<file path="src/msts_pkg.sv">
// shared constants, types and codes of the millisecond timer slot table
package msts_pkg;

   localparam int SLOTS       = 16;
   localparam int ID_WIDTH    = 8;
   localparam int COUNT_WIDTH = 32;

   // fixed widths of the result fields
   localparam int SLOT_IDX_W  = 4;
   localparam int ELAPSED_W   = 32;

   localparam int SLOT_W      = (SLOTS > 1) ? $clog2(SLOTS) : 1;
   localparam int SCAN_W      = $clog2(SLOTS + 1);
   localparam int ENTRY_W     = ID_WIDTH + COUNT_WIDTH;
   localparam int RSP_FIELD_W = 1 + SLOT_IDX_W + ELAPSED_W + 1;
   localparam int RSP_DATA_W  = ((RSP_FIELD_W + 7) / 8) * 8;

   typedef logic [SLOT_W-1:0]      slot_type;
   typedef logic [SCAN_W-1:0]      scan_type;
   typedef logic [ID_WIDTH-1:0]    id_type;
   typedef logic [COUNT_WIDTH-1:0] count_type;
   typedef logic [ENTRY_W-1:0]     entry_type;
   typedef logic [SLOT_IDX_W-1:0]  slot_idx_type;
   typedef logic [ELAPSED_W-1:0]   elapsed_type;
   typedef logic [RSP_DATA_W-1:0]  rsp_data_type;

   typedef enum logic [1:0] {
      CMD_TICK  = 2'd0,
      CMD_START = 2'd1,
      CMD_STOP  = 2'd2,
      CMD_READ  = 2'd3
   } cmd_type;

   typedef enum logic [1:0] {
      ST_IDLE,
      ST_SCAN,
      ST_DONE
   } state_type;

   // one result item between the controller and the output register
   typedef struct packed {
      logic         success;
      slot_idx_type slot_index;
      elapsed_type  elapsed;
      logic         running;
   } rsp_type;

endpackage

</file>
<file path="src/msts_ram.sv">
// generic simple dual port ram, one write and one registered read port
module msts_ram #(
   parameter int WIDTH  = 8,
   parameter int DEPTH  = 16,
   parameter int ADDR_W = (DEPTH > 1) ? $clog2(DEPTH) : 1
) (
   input  logic              clock,
   input  logic              wr_en,
   input  logic [ADDR_W-1:0] wr_addr,
   input  logic [WIDTH-1:0]  wr_data,
   input  logic [ADDR_W-1:0] rd_addr,
   output logic [WIDTH-1:0]  rd_data
);

   logic [WIDTH-1:0] mem [DEPTH];
   logic [WIDTH-1:0] rd_data_ff;

   // write port
   always_ff @(posedge clock) begin
      if (wr_en) begin
         mem[wr_addr] <= wr_data;
      end
   end

   // read port, registered
   always_ff @(posedge clock) begin
      rd_data_ff <= mem[rd_addr];
   end

   assign rd_data = rd_data_ff;

endmodule

</file>
<file path="src/msts_ctrl.sv">
// slot walker: owner search, free slot search, tick update and valid bits
module msts_ctrl (
   input  logic                clock,
   input  logic                reset,
   input  logic                req_valid,
   output logic                req_ready,
   input  msts_pkg::cmd_type   req_cmd,
   input  msts_pkg::id_type    req_id,
   output logic                res_valid,
   input  logic                res_ready,
   output msts_pkg::rsp_type   res,
   output logic                ram_wr_en,
   output msts_pkg::slot_type  ram_wr_addr,
   output msts_pkg::entry_type ram_wr_data,
   output msts_pkg::slot_type  ram_rd_addr,
   input  msts_pkg::entry_type ram_rd_data
);

   msts_pkg::state_type state_ff, state_in;
   msts_pkg::cmd_type   cmd_ff, cmd_in;
   msts_pkg::id_type    id_ff, id_in;
   msts_pkg::scan_type  issue_ff, issue_in;
   logic                rd_vld_ff, rd_vld_in;
   msts_pkg::slot_type  rd_slot_ff, rd_slot_in;
   logic                found_ff, found_in;
   msts_pkg::slot_type  found_slot_ff, found_slot_in;
   msts_pkg::count_type found_cnt_ff, found_cnt_in;
   logic                free_ff, free_in;
   msts_pkg::slot_type  free_slot_ff, free_slot_in;
   logic [msts_pkg::SLOTS-1:0] used_ff, used_in;

   msts_pkg::id_type    rd_owner;
   msts_pkg::count_type rd_count;
   logic                accept;
   logic                issuing;
   logic                scan_last;
   logic                owner_hit;
   logic                free_hit;
   logic                tick_wr;
   logic                claim;
   logic                retire;

   assign rd_owner  = ram_rd_data[msts_pkg::COUNT_WIDTH +: msts_pkg::ID_WIDTH];
   assign rd_count  = ram_rd_data[msts_pkg::COUNT_WIDTH-1:0];
   assign accept    = req_valid && req_ready;
   assign issuing   = (state_ff == msts_pkg::ST_SCAN) &&
                      (issue_ff < msts_pkg::scan_type'(msts_pkg::SLOTS));
   assign scan_last = (state_ff == msts_pkg::ST_SCAN) && !issuing && rd_vld_ff;

   // per-slot checks on the entry that comes back from the ram
   assign owner_hit = rd_vld_ff && used_ff[rd_slot_ff] && (rd_owner == id_ff) &&
                      (cmd_ff != msts_pkg::CMD_TICK) && !found_ff;
   assign free_hit  = rd_vld_ff && !used_ff[rd_slot_ff] && !free_ff;
   assign tick_wr   = rd_vld_ff && used_ff[rd_slot_ff] && (cmd_ff == msts_pkg::CMD_TICK);
   assign claim     = (cmd_ff == msts_pkg::CMD_START) && !found_ff && free_ff;
   assign retire    = (state_ff == msts_pkg::ST_DONE) && res_ready;

   // next state
   always_comb begin
      state_in = state_ff;
      unique case (state_ff)
         msts_pkg::ST_IDLE: begin
            if (accept) begin
               state_in = msts_pkg::ST_SCAN;
            end
         end
         msts_pkg::ST_SCAN: begin
            if (scan_last) begin
               state_in = msts_pkg::ST_DONE;
            end
         end
         msts_pkg::ST_DONE: begin
            if (res_ready) begin
               state_in = msts_pkg::ST_IDLE;
            end
         end
         default: state_in = msts_pkg::ST_IDLE;
      endcase
   end

   // scan bookkeeping and valid bit update
   always_comb begin
      cmd_in        = cmd_ff;
      id_in         = id_ff;
      issue_in      = issue_ff;
      rd_vld_in     = issuing;
      rd_slot_in    = issue_ff[msts_pkg::SLOT_W-1:0];
      found_in      = found_ff;
      found_slot_in = found_slot_ff;
      found_cnt_in  = found_cnt_ff;
      free_in       = free_ff;
      free_slot_in  = free_slot_ff;
      used_in       = used_ff;
      if (accept) begin
         cmd_in   = req_cmd;
         id_in    = req_id;
         issue_in = '0;
         found_in = 1'b0;
         free_in  = 1'b0;
      end
      if (issuing) begin
         issue_in = issue_ff + 1'b1;
      end
      if (owner_hit) begin
         found_in      = 1'b1;
         found_slot_in = rd_slot_ff;
         found_cnt_in  = rd_count;
      end
      if (free_hit) begin
         free_in      = 1'b1;
         free_slot_in = rd_slot_ff;
      end
      if (retire && claim) begin
         used_in[free_slot_ff] = 1'b1;
      end
      if (retire && (cmd_ff == msts_pkg::CMD_STOP) && found_ff) begin
         used_in[found_slot_ff] = 1'b0;
      end
   end

   // outputs: handshake, ram port and result item
   always_comb begin
      req_ready   = (state_ff == msts_pkg::ST_IDLE);
      res_valid   = (state_ff == msts_pkg::ST_DONE);
      ram_rd_addr = issue_ff[msts_pkg::SLOT_W-1:0];
      ram_wr_en   = 1'b0;
      ram_wr_addr = rd_slot_ff;
      ram_wr_data = {rd_owner, msts_pkg::count_type'(rd_count + 1'b1)};
      if (tick_wr) begin
         ram_wr_en = 1'b1;
      end
      if (retire && claim) begin
         ram_wr_en   = 1'b1;
         ram_wr_addr = free_slot_ff;
         ram_wr_data = {id_ff, msts_pkg::count_type'(0)};
      end
      res.success    = found_ff;
      res.slot_index = '0;
      res.elapsed    = '0;
      res.running    = |used_in;
      case (cmd_ff)
         msts_pkg::CMD_TICK: begin
            res.success = 1'b1;
         end
         msts_pkg::CMD_START: begin
            res.success = found_ff || free_ff;
            if (found_ff) begin
               res.slot_index = msts_pkg::slot_idx_type'(found_slot_ff);
               res.elapsed    = msts_pkg::elapsed_type'(found_cnt_ff);
            end else if (free_ff) begin
               res.slot_index = msts_pkg::slot_idx_type'(free_slot_ff);
            end
         end
         msts_pkg::CMD_READ: begin
            if (found_ff) begin
               res.slot_index = msts_pkg::slot_idx_type'(found_slot_ff);
               res.elapsed    = msts_pkg::elapsed_type'(found_cnt_ff);
            end
         end
         default: begin
         end
      endcase
   end

   // control registers
   always_ff @(posedge clock) begin
      if (reset) begin
         state_ff  <= msts_pkg::ST_IDLE;
         rd_vld_ff <= 1'b0;
         found_ff  <= 1'b0;
         free_ff   <= 1'b0;
         used_ff   <= '0;
         issue_ff  <= '0;
      end else begin
         state_ff  <= state_in;
         rd_vld_ff <= rd_vld_in;
         found_ff  <= found_in;
         free_ff   <= free_in;
         used_ff   <= used_in;
         issue_ff  <= issue_in;
      end
   end

   // payload registers
   always_ff @(posedge clock) begin
      cmd_ff        <= cmd_in;
      id_ff         <= id_in;
      rd_slot_ff    <= rd_slot_in;
      found_slot_ff <= found_slot_in;
      found_cnt_ff  <= found_cnt_in;
      free_slot_ff  <= free_slot_in;
   end

   // a claimed slot was free when the walk saw it
   a_claim_free: assert property (@(posedge clock) disable iff (reset)
      (retire && claim) |-> !used_ff[free_slot_ff])
      else $error("claim of an occupied slot");

   // an owner match always points at an occupied slot
   a_found_used: assert property (@(posedge clock) disable iff (reset)
      ((state_ff == msts_pkg::ST_DONE) && found_ff) |-> used_ff[found_slot_ff])
      else $error("owner match on a free slot");

   // a stop of a known timer frees its slot
   a_stop_frees: assert property (@(posedge clock) disable iff (reset)
      (retire && (cmd_ff == msts_pkg::CMD_STOP) && found_ff)
      |=> !used_ff[$past(found_slot_ff)])
      else $error("stop left the slot occupied");

   // no new item while a walk is under way
   a_walk_blocks: assert property (@(posedge clock) disable iff (reset)
      (state_ff == msts_pkg::ST_SCAN) |=> !$past(accept))
      else $error("item taken during a walk");

endmodule

</file>
<file path="src/millisecond_timer_slot_table_unit.sv">
// top level of the millisecond timer slot table with its output register
//
// Keeps up to 16 elapsed-time counters, each owned by an 8-bit timer id, in
// one ram of owner and count per slot, with the occupied flags in flops.
// Every item (tick, start, stop, read) walks all slots through the ram's
// single read port, so a new item is taken only once the last is through:
// accept in idle, the walk with its registered ram read, then a state to
// commit the update and hand the result on. A tick adds one to each occupied
// counter during the walk; a start claims the lowest free slot when the id
// owns none. Results go through an output register, so the next item is
// accepted while a result still waits downstream.
module millisecond_timer_slot_table_unit (
   input  logic                   clock,
   input  logic                   reset,
   input  logic                   req_tvalid,
   output logic                   req_tready,
   input  logic [7:0]             req_tdata,  // timer_id[7:0]
   input  logic [1:0]             req_tuser,  // command[1:0]
   output logic                   rsp_tvalid,
   input  logic                   rsp_tready,
   // success[0], slot_index[4:1], elapsed[36:5], running[37], zero fill
   output msts_pkg::rsp_data_type rsp_tdata
);

   logic                res_valid;
   logic                res_ready;
   msts_pkg::rsp_type   res;
   logic                ram_wr_en;
   msts_pkg::slot_type  ram_wr_addr;
   msts_pkg::entry_type ram_wr_data;
   msts_pkg::slot_type  ram_rd_addr;
   msts_pkg::entry_type ram_rd_data;
   msts_pkg::rsp_type   rsp_ff, rsp_in;
   logic                full_ff, full_in;

   // owner and count per slot
   msts_ram #(
      .WIDTH (msts_pkg::ENTRY_W),
      .DEPTH (msts_pkg::SLOTS),
      .ADDR_W(msts_pkg::SLOT_W)
   ) u_ram (
      .clock  (clock),
      .wr_en  (ram_wr_en),
      .wr_addr(ram_wr_addr),
      .wr_data(ram_wr_data),
      .rd_addr(ram_rd_addr),
      .rd_data(ram_rd_data)
   );

   msts_ctrl u_ctrl (
      .clock      (clock),
      .reset      (reset),
      .req_valid  (req_tvalid),
      .req_ready  (req_tready),
      .req_cmd    (msts_pkg::cmd_type'(req_tuser)),
      .req_id     (msts_pkg::id_type'(req_tdata)),
      .res_valid  (res_valid),
      .res_ready  (res_ready),
      .res        (res),
      .ram_wr_en  (ram_wr_en),
      .ram_wr_addr(ram_wr_addr),
      .ram_wr_data(ram_wr_data),
      .ram_rd_addr(ram_rd_addr),
      .ram_rd_data(ram_rd_data)
   );

   // output register: loads when empty or drained in the same cycle
   assign res_ready = !full_ff || rsp_tready;

   always_comb begin
      rsp_in  = rsp_ff;
      full_in = full_ff;
      if (res_valid && res_ready) begin
         rsp_in  = res;
         full_in = 1'b1;
      end else if (rsp_tready) begin
         full_in = 1'b0;
      end
   end

   always_ff @(posedge clock) begin
      if (reset) begin
         full_ff <= 1'b0;
      end else begin
         full_ff <= full_in;
      end
   end

   always_ff @(posedge clock) begin
      rsp_ff <= rsp_in;
   end

   // pack the result fields, lowest field first
   assign rsp_tvalid = full_ff;
   assign rsp_tdata  = msts_pkg::rsp_data_type'({rsp_ff.running, rsp_ff.elapsed,
                                                 rsp_ff.slot_index, rsp_ff.success});

endmodule

</file>
<file path="config.mk">
export PLATFORM = sky130hd
export DESIGN_NAME = millisecond_timer_slot_table_unit
export DESIGN_NICKNAME = d
export VERILOG_FILES = /design/src/msts_pkg.sv /design/src/msts_ram.sv /design/src/msts_ctrl.sv /design/src/millisecond_timer_slot_table_unit.sv
export SDC_FILE = /design/constraint.sdc
export NUM_CORES = 1
export LEC_CHECK = 0
export BUFFER_PORTS_ARGS = -buffer_cell sky130_fd_sc_hd__buf_2
export CAP_MARGIN = 5
export CELL_PAD_IN_SITES_DETAIL_PLACEMENT = 1
export CELL_PAD_IN_SITES_GLOBAL_PLACEMENT = 1
export CORE_UTILIZATION = 55
export CTS_CLUSTER_DIAMETER = 120
export DETAILED_ROUTE_END_ITERATION = 10
export PLACE_DENSITY_LB_ADDON = 0.1
export SLEW_MARGIN = 20
export SYNTH_ARGS = -nofsm -noshare
export SYNTH_HDL_FRONTEND = slang
export SYNTH_SLANG_ARGS = --single-unit
</file>
<file path="constraint.sdc">
create_clock -name clock -period 9.5 [get_ports clock]
set_input_delay 1.425 -clock clock [delete_from_list [all_inputs] [get_ports clock]]
set_output_delay 1.425 -clock clock [all_outputs]
set_load 0.01 [all_outputs]
</file>
==> results of run 1 <==
==> path summary, 6_finish.rpt <==
check | depth (start not counted) | from | slack [ns] | end
hold / removal | 0 | u_ram.rd_data[31]$_DFF_P_ | 0.47 | u_ctrl.found_cnt_ff[31]$_DFFE_PP_
hold reg to reg | 0 | u_ram.rd_data[31]$_DFF_P_ | 0.47 | u_ctrl.found_cnt_ff[31]$_DFFE_PP_
setup / recovery | 8 | u_ctrl.cmd_ff[0]$_DFFE_PP_ | 5.32 | u_ram.mem[0][32]$_DFFE_PP_
setup reg to reg | 8 | u_ctrl.cmd_ff[0]$_DFFE_PP_ | 5.32 | u_ram.mem[0][32]$_DFFE_PP_
==> metal layers <==
metal | routed length [um] | part of all wire, % | vias to the layer above
li1 | - | - | 6260
met1 | 30000 | 42 | 8076
met2 | 36000 | 50 | 504
met3 | 4140 | 5.8 | 95
met4 | 1410 | 2.0 | 0
met5 | 0 | 0 | -
==> flip-flops by register name, indices dropped and copies added, names as in the netlist <==
name and flops:
u_ctrl.found_cnt_ff 32, u_ctrl.free_slot_ff 4, rsp_tvalid 1, u_ctrl.state_ff 2, u_ram.mem 640, u_ctrl.found_slot_ff 4
u_ctrl.found_ff 1, u_ctrl.rd_vld_ff 1, rsp_tdata 38, u_ctrl.free_ff 1, u_ram.rd_data 40, u_ctrl.issue_ff 5
u_ctrl.cmd_ff 2, u_ctrl.rd_slot_ff 4, u_ctrl.used_ff 16, u_ctrl.id_ff 8
==> through the flow <==
stage          setup WS, ns  cells  util [%]
2_1_floorplan          5.00   1471         -
3_3_place_gp           4.75   2226      57.9
3_5_place_dp           4.59   2226      57.9
4_1_cts                5.10   2379      62.8
5_1_grt                5.03   2379      62.8
6_report               5.32   2379      62.8
==> cells in the mapped netlist, types with 7 or more instances <==
cell type	number	area (um2)
edfxtp_1	728	21900
mux4_2	209	4710
dfxtp_1	71	1420
nor2_1	61	229
clkbuf_1	50	188
nand2_1	41	154
and3_1	40	250
a21oi_1	24	120
inv_1	23	86.3
nor2b_1	22	138
nor4_1	20	125
nand3_1	17	85.1
xor2_1	17	149
a211oi_1	15	113
buf_2	13	65.1
nand4_1	12	75.1
buf_1	10	37.5
o21ai_0	10	50.1
xnor2_1	9	78.8
nor3_1	7	35.0
==> power by group <==
part           internal (uW)  switching, uW  total [uW]
Combinational            100            137         237
Sequential              3860           29.1        3880
Clock                   1880           1330        3200
Total                   5830           1490        7320
==> area by class of cell <==
| type | count | area (um2) | share of cell area, % |
|---|---|---|---|
| Timing Repair Buffer | 84 | 498 | 1.44 |
| Inverter | 23 | 86.3 | 0.250 |
| Sequential cell | 799 | 23300 | 67.4 |
| Clock buffer | 113 | 2240 | 6.48 |
| Multi-Input combinational cell | 572 | 7050 | 20.4 |
| Clock inverter | 40 | 438 | 1.27 |
| Tap cell | 748 | 936 | 2.71 |
==> critical path, stage by stage, from the launching register on <==
cell and delay (ns):
edfxtp_1 0.32, buf_4 0.40, nor4bb_1 0.33, buf_4 0.21, and3_2 0.18, buf_4 0.59
a32oi_1 0.43, nor2_4 0.81, buf_4 0.51
==> kinds of logic after synthesis <==
group | Yosys count
AOI/OAI and AO/OA | 66
xor gates and xnor gates | 26
adders and majority gates | 2
buffers and inverters | 100
DFF | 799
muxes | 210
other | 1
and+or+nand+nor | 266
==> reports/qor.yml, run 1 <==
nFillCells: 4472
placed_cell_area_um2: 31800
period_needed_ns: 4.18
dr_total_vias: 14900
numClockSinks: 799
post_cts_buffers: 0
rsz0062_at_grt: "no"
layout-drive-gt1-share_pct: 28.2
startpoint_type: "register"
die_area_um2: 56500
synthCells: 1470
met3_usage_pct: 4.04
vias_per_cell: 6.28
area_growth_pct: 13.0
synth_xor_area_share_pct: 0.745
grt_usage_pct: 26.1
cap_violations: 0
power_leakage_uw: 0.0108
cp.required_ns: 9.77
cts.repair.resized: 0
grt_use_met2_pct: 42.9
routed_wl_um: 71600
critPathCaptureType: "register"
antenna_found_initial: 1
setup_tns_ns: 0
cts_root_buf: "clkbuf_16"
layout_commonest_cell: "edfxtp_1"
fin_nets: 1578
dp_hpwl_um: 40100
grt_overflow: 0
synth.distinct_cells: 55
ys_ff_latch: 799
numPortBuffers: 53
syn_area_um2: 30600
grt_busiest_layer: "met2"
drv_slew: 0
cts.htree.levels: 3
cts_tree: "built"
finalInstanceArea_um2: 34500
cts-buffers-inserted: 82
final_cell_mix: "edfxtp_1, mux4_2, clkbuf_16"
rows: 86
hold_viol_final: 0
hold_buffers: 0
synthAdderAreaFrac_pct: 0.0819
synth-simple-area-share_pct: 4.83
drt-pass1-iter-count: 5
grt_pass1_vias: 15700
arrival_ns: 4.46
slew_headroom_pct: 23.9
path_max_fanout: 45
clk_latency_ns: 0.62
gp_congestion: 0.880
synth_edf_count: 728
critical_path_class: "register to register"
ys.warnings.count: 0
worst_pin_slew_ns: 1.14
grt_pass1_wl_um: 105000
synthArstFlopShare_pct: 0
grt_max_degree: 63
ys_seq_area_share_pct: 76.2
synth_top_family_by_area: "multiplexers"
core_um2: 55000
wl_per_cell_um: 30.1
fmax_mhz: 239
clockBufferDepth: 3
start_util_pct: 55.6
clk_pin_slew_ns: 0.06
status: "finished, final reports clean"
min_path_type: "register to register"
setup_viol: 0
min_period_over_period_pct: 44.0
avgSynthCellArea_um2: 20.8
whs_ns: 0.475
drt_first_iter_violations: 1372
grtUsageMet1_pct: 36.7
skew_ns: 0.0177
antenna_left: 0
die_h_um: 238
synthMuxAreaShare_pct: 15.4
synth_ff_type: "edfxtp_1"
powerDensity_nw_per_um2: 212
dieWidth_um: 238
antennaDiodeCount: 0
power_uw: 7320
ir_drop_uv: 167
io_pins: 56
synth_compound_area_share_pct: 1.40
drc: 0
Power figures use the tool's default switching activity.
==> run 2: changes to the inputs <==
clock period = 4.15 ns   (was 9.5 ns; I/O delays follow)
==> reports/qor.yml, run 2 (synthesis gave the netlist of run 1 again) <==
status: "finished, final reports clean"
crit_chain: "nor4bb_1, buf_4, and3_2, buf_4, a32oi_1, nor2_4, buf_12"
hold_viol_final: 0  # unchanged
fin_nets: 1588  # +0.63%
period_needed_ns: 3.63  # -0.558 ns
rows: 86  # unchanged
layout-drive-gt1-share_pct: 28.7  # +0.53 points
regMostFlops: "u_ram.mem"
cp_slowest_cell: "nor2_4"
wl_per_cell_um: 30.4  # +1.0%
slew_headroom_pct: 20.8  # -3.1 points
fin_ws_ns: 0.525  # -4.79 ns
r2r-start: "u_ctrl.cmd_ff[1]$_DFFE_PP_"
dp_cells: 2237  # +0.49%
seq_area_um2: 23300  # unchanged
grt_usage_pct: 26.6  # +0.46 points
slowest_delay_ns: 0.55  # -0.26 ns
grt_max_degree: 55  # -13%
dp_hpwl_um: 41700  # +4.0%
gp_congestion: 0.870  # -1.1%
cts.htree.levels: 3  # unchanged
io_pins: 56  # unchanged
die_area_um2: 56500  # unchanged
r2r_slack_ns: 0.52  # -4.79 ns
path_max_fanout: 31  # -31%
cts-buffers-inserted: 81  # -1.2%
min_path_type: "input pin to register"
hold_buffers: 0  # unchanged
crit_start: "u_ctrl.cmd_ff[1]$_DFFE_PP_"
startpoint_type: "register"
multiInputGateArea_um2: 7050  # -0.12%
core_um2: 55000  # unchanged
drv_slew: 0  # unchanged
cp-endpoint: "u_ram.mem[10][20]$_DFFE_PP_"
grt_overflow: 0  # unchanged
numPortBuffers: 53  # unchanged
antenna_left: 0  # unchanged
critical_path_class: "register to register"
rsz0062_at_grt: "no"
arrival_ns: 3.91  # -0.55 ns
worst_pin_slew_ns: 1.19  # +0.0465 ns
setup_tns_ns: 0  # unchanged
drt_first_iter_violations: 1534  # +12%
r2r-end: "u_ram.mem[10][20]$_DFFE_PP_"
antennaDiodeCount: 0  # unchanged
vias_per_cell: 6.27  # -0.16%
largest_reg_flops: 640  # unchanged
cts.repair.resized: 0  # unchanged
pre_cts_ws_ns: 0.613  # -3.98 ns
skew_ns: 0.0207  # +0.00299 ns
post_cts_buffers: 0  # unchanged
powerDensity_nw_per_um2: 473  # +120%
dr_total_vias: 14900  # +0.047%
dieWidth_um: 238  # unchanged
final_core_util_pct: 63.2  # +0.33 points
cp.required_ns: 4.43  # -5.34 ns
critPathCaptureType: "register"
cts_root_buf: "clkbuf_16"
routed_wl_um: 72400  # +1.2%
antenna_found_initial: 1  # unchanged
cap_violations: 0  # unchanged
power_leakage_uw: 0.0109  # +0.51%
min_period_over_period_pct: 87.4  # +43 points
clockBufferDepth: 3  # unchanged
grt_pass1_wl_um: 107000  # +1.4%
clk_latency_ns: 0.62  # about the same
start_util_pct: 55.6  # unchanged
power_uw: 16400  # +120%
die_h_um: 238  # unchanged
worstRegToRegCells: 7  # -1
ir_drop_uv: 380  # +130%
clk_pin_slew_ns: 0.06  # about the same
cts_tree: "built"
nFillCells: 4464  # -0.18%
setup_viol: 0  # unchanged
cpMostUsedCell: "buf_4"
grt_pass1_vias: 15800  # +0.46%
fmax_mhz: 276  # +15%
fin_cells: 2384  # +0.21%
final_cell_mix: "edfxtp_1, mux4_2, clkbuf_16"
area_growth_pct: 13.6
drt-pass1-iter-count: 6  # +1
numClockSinks: 799  # unchanged
layout_commonest_cell: "edfxtp_1"
drc: 0  # unchanged
run 2: how the worst min path moves through the flow:
stage | from | end | slack (ns) | cells after the start
6_report | req_tdata[0] | u_ctrl.id_ff[0]$_DFFE_PP_ | 0.18 | 1
2_1_floorplan | u_ctrl.issue_ff[2]$_SDFFE_PP0P_ | u_ctrl.rd_slot_ff[2]$_DFF_P_ | 0.33 | 0
3_5_place_dp | u_ram.rd_data[8]$_DFF_P_ | u_ctrl.found_cnt_ff[8]$_DFFE_PP_ | 0.49 | 0
4_1_cts | req_tdata[0] | u_ctrl.id_ff[0]$_DFFE_PP_ | 0.15 | 1
5_1_grt | req_tdata[0] | u_ctrl.id_ff[0]$_DFFE_PP_ | 0.16 | 1
3_3_place_gp | u_ram.rd_data[8]$_DFF_P_ | u_ctrl.found_cnt_ff[8]$_DFFE_PP_ | 0.48 | 0
run 2: routing by layer:
metal | routed length (um) | vias to the layer above | GRT usage (%)
met2 | 35400 | 500 | 42.6
met3 | 3740 | 114 | 4.22
met4 | 1920 | 0 | 8.05
met5 | 0 | - | 0
li1 | - | 6281 | -
met1 | 31300 | 8047 | 38.0
run 2: through the flow:
stage,hold WS (ns),area [um2]
after floorplan,0.329,30600
after global placement,0.484,32100
after detailed placement,0.494,32200
after CTS,0.146,34700
after global routing,0.155,34700
final,0.180,34700
run 2: power breakdown:
part           internal, uW  switching [uW]  leakage, uW  total [uW]
combinational           244             306      0.00245         550
sequential             8820            77.3      0.00717        8900
clock                  3990            2990      0.00125        6970
total                 13100            3370       0.0109       16400
run 2: critical path, delay by kind of cell (launching register included):
family / cells / cell delay [ns]
AOI/OAI and AO/OA: 1 / 0.39
buffers and inverters: 3 / 1.07
and+or+nand+nor: 3 / 1.34
DFF: 1 / 0.46
run 2: cell type report:
cell class                 count  area share, %
sequential                   799           67.1
multi-input combinational    572           20.3
tap                          748           2.69
clock inverter                40          0.904
timing repair buffer          95           2.38
inverter                      23          0.249
clock buffer                 107           6.42
==> run 3: changes to the inputs <==
CTS_BUF_LIST = sky130_fd_sc_hd__clkbuf_8   (was unset)
==> reports/qor.yml, run 3 (synthesis gave the netlist of run 1 again) <==
power_leakage_uw: 0.0111  # +2.0%
startpoint_type: "register"
hold_buffers: 9  # +9
grt_max_degree: 55  # unchanged
antenna_left: 0  # unchanged
start_util_pct: 55.6  # unchanged
clockBufferDepth: 3  # unchanged
grt_pass1_wl_um: 108000  # +1.8%
worst_pin_slew_ns: 1.19  # -0.00231 ns
cts_root_buf: "clkbuf_8"
largest_reg_flops: 640  # unchanged
area_growth_pct: 13.7
hold_viol_final: 0  # unchanged
core_um2: 55000  # unchanged
ir_drop_uv: 321  # -16%
min_period_over_period_pct: 88.6  # +1.2 points
cts_tree: "built"
numPortBuffers: 53  # unchanged
skew_ns: 0.0342  # +0.0135 ns
placed_cell_area_um2: 32200  # unchanged
dr_total_vias: 15300  # +2.4%
cp_slowest_cell: "nor2_4"
slew_headroom_pct: 21.0  # +0.15 points
fmax_mhz: 272  # -1.4%
power_uw: 16000  # -2.3%
multiInputGateArea_um2: 7050  # about the same
cts.repair.resized: 0  # unchanged
clk_pin_slew_ns: 0.06  # about the same
setup_viol: 0  # unchanged
die_h_um: 238  # unchanged
rows: 86  # unchanged
status: "finished, final reports clean"
cts.htree.levels: 4  # +1
grt_usage_pct: 27.2  # +0.66 points
powerDensity_nw_per_um2: 461  # -2.4%
numClockSinks: 799  # unchanged
crit_chain: "nor4bb_1, buf_4, and3_2, buf_4, a32oi_1, nor2_4, buf_12"
die_area_um2: 56500  # unchanged
seq_area_um2: 23300  # unchanged
min_path_type: "input pin to register"
regMostFlops: "u_ram.mem"
nFillCells: 4534  # +1.6%
post_cts_buffers: 0  # unchanged
dp_hpwl_um: 41700  # unchanged
grt_overflow: 0  # unchanged
layout_commonest_cell: "edfxtp_1"
critical_path_class: "register to register"
antennaDiodeCount: 0  # unchanged
drv_slew: 0  # unchanged
cp.required_ns: 4.59  # +0.16 ns
pre_cts_ws_ns: 0.613  # unchanged
layout-drive-gt1-share_pct: 29.9  # +1.2 points
routed_wl_um: 73500  # +1.5%
drc: 0  # unchanged
grt_pass1_vias: 16300  # +3.2%
cts-buffers-inserted: 130  # +60%
wl_per_cell_um: 29.7  # -2.4%
arrival_ns: 4.12  # +0.21 ns
slowest_delay_ns: 0.56  # about the same
antenna_found_initial: 0  # -1
clk_latency_ns: 0.79  # +0.17 ns
setup_tns_ns: 0  # unchanged
vias_per_cell: 6.17  # -1.5%
cpMostUsedCell: "buf_4"
io_pins: 56  # unchanged
gp_congestion: 0.870  # unchanged
finalInstanceArea_um2: 34800  # +0.12%
critPathCaptureType: "register"
path_max_fanout: 31  # unchanged
drt-pass1-iter-count: 7  # +1
period_needed_ns: 3.68  # +0.0505 ns
cap_violations: 0  # unchanged
rsz0062_at_grt: "no"
fin_nets: 1646  # +3.7%
final_cell_mix: "edfxtp_1, mux4_2, clkbuf_8"
fin_ws_ns: 0.474  # -0.0505 ns
dieWidth_um: 238  # unchanged
drt_first_iter_violations: 1382  # -9.9%
[run 3: cell type report]
| type | count | share of cell area (%) |
|---|---|---|
| tap | 748 | 2.69 |
| inverter | 23 | 0.248 |
| timing repair buffer | 104 | 2.63 |
| clock inverter | 90 | 1.54 |
| sequential | 799 | 67.0 |
| clock buffer | 142 | 5.62 |
| multi-input combinational | 572 | 20.3 |
[run 3: worst max-delay path, delay by kind of cell, from the launching register on]
| family | cells | cell delay [ns] |
|---|---|---|
| and+or+nand+nor | 3 | 1.36 |
| DFF | 1 | 0.47 |
| buffers and inverters | 3 | 1.08 |
| AOI/OAI and AO/OA | 1 | 0.40 |
[run 3: power by group]
part	switching (uW)	leakage, uW	internal, uW	total (uW)
sequential	76.4	0.00717	8830	8900
combinational	309	0.00249	249	558
clock	3110	0.00143	3470	6580
total	3490	0.0111	12500	16000
[run 3: through the flow]
step | hold slack, ns | utilization (%) | std cells
6_report | 0.0801 | 63.2 | 2478
5_1_grt | 0.0320 | 63.2 | 2478
4_1_cts | 0.00590 | 63.2 | 2478
3_5_place_dp | 0.494 | 58.5 | 2237
3_3_place_gp | 0.484 | 58.4 | 2236
2_1_floorplan | 0.329 | - | 1471
[run 3: worst paths after layout]
| kind | start | end | slack (ns) | depth (start not counted) |
|---|---|---|---|---|
| hold reg to reg | u_ctrl.issue_ff[4]$_SDFFE_PP0P_ | u_ctrl.issue_ff[4]$_SDFFE_PP0P_ | 0.50 | 2 |
| setup / recovery | u_ctrl.cmd_ff[1]$_DFFE_PP_ | u_ram.mem[10][19]$_DFFE_PP_ | 0.47 | 7 |
| setup reg to reg | u_ctrl.cmd_ff[1]$_DFFE_PP_ | u_ram.mem[10][19]$_DFFE_PP_ | 0.47 | 7 |
| hold / removal | req_tdata[5] | u_ctrl.id_ff[5]$_DFFE_PP_ | 0.08 | 1 |
[run 3: per-layer routing]
layer	GRT usage (%)	up-vias	share of wire, %	wire, um
met4	9.31	0	2.4	1730
met5	0	-	0	0
met2	43.4	591	49	36000
met1	37.9	8186	43	31500
li1	-	6406	-	-
met3	5.61	118	5.8	4240
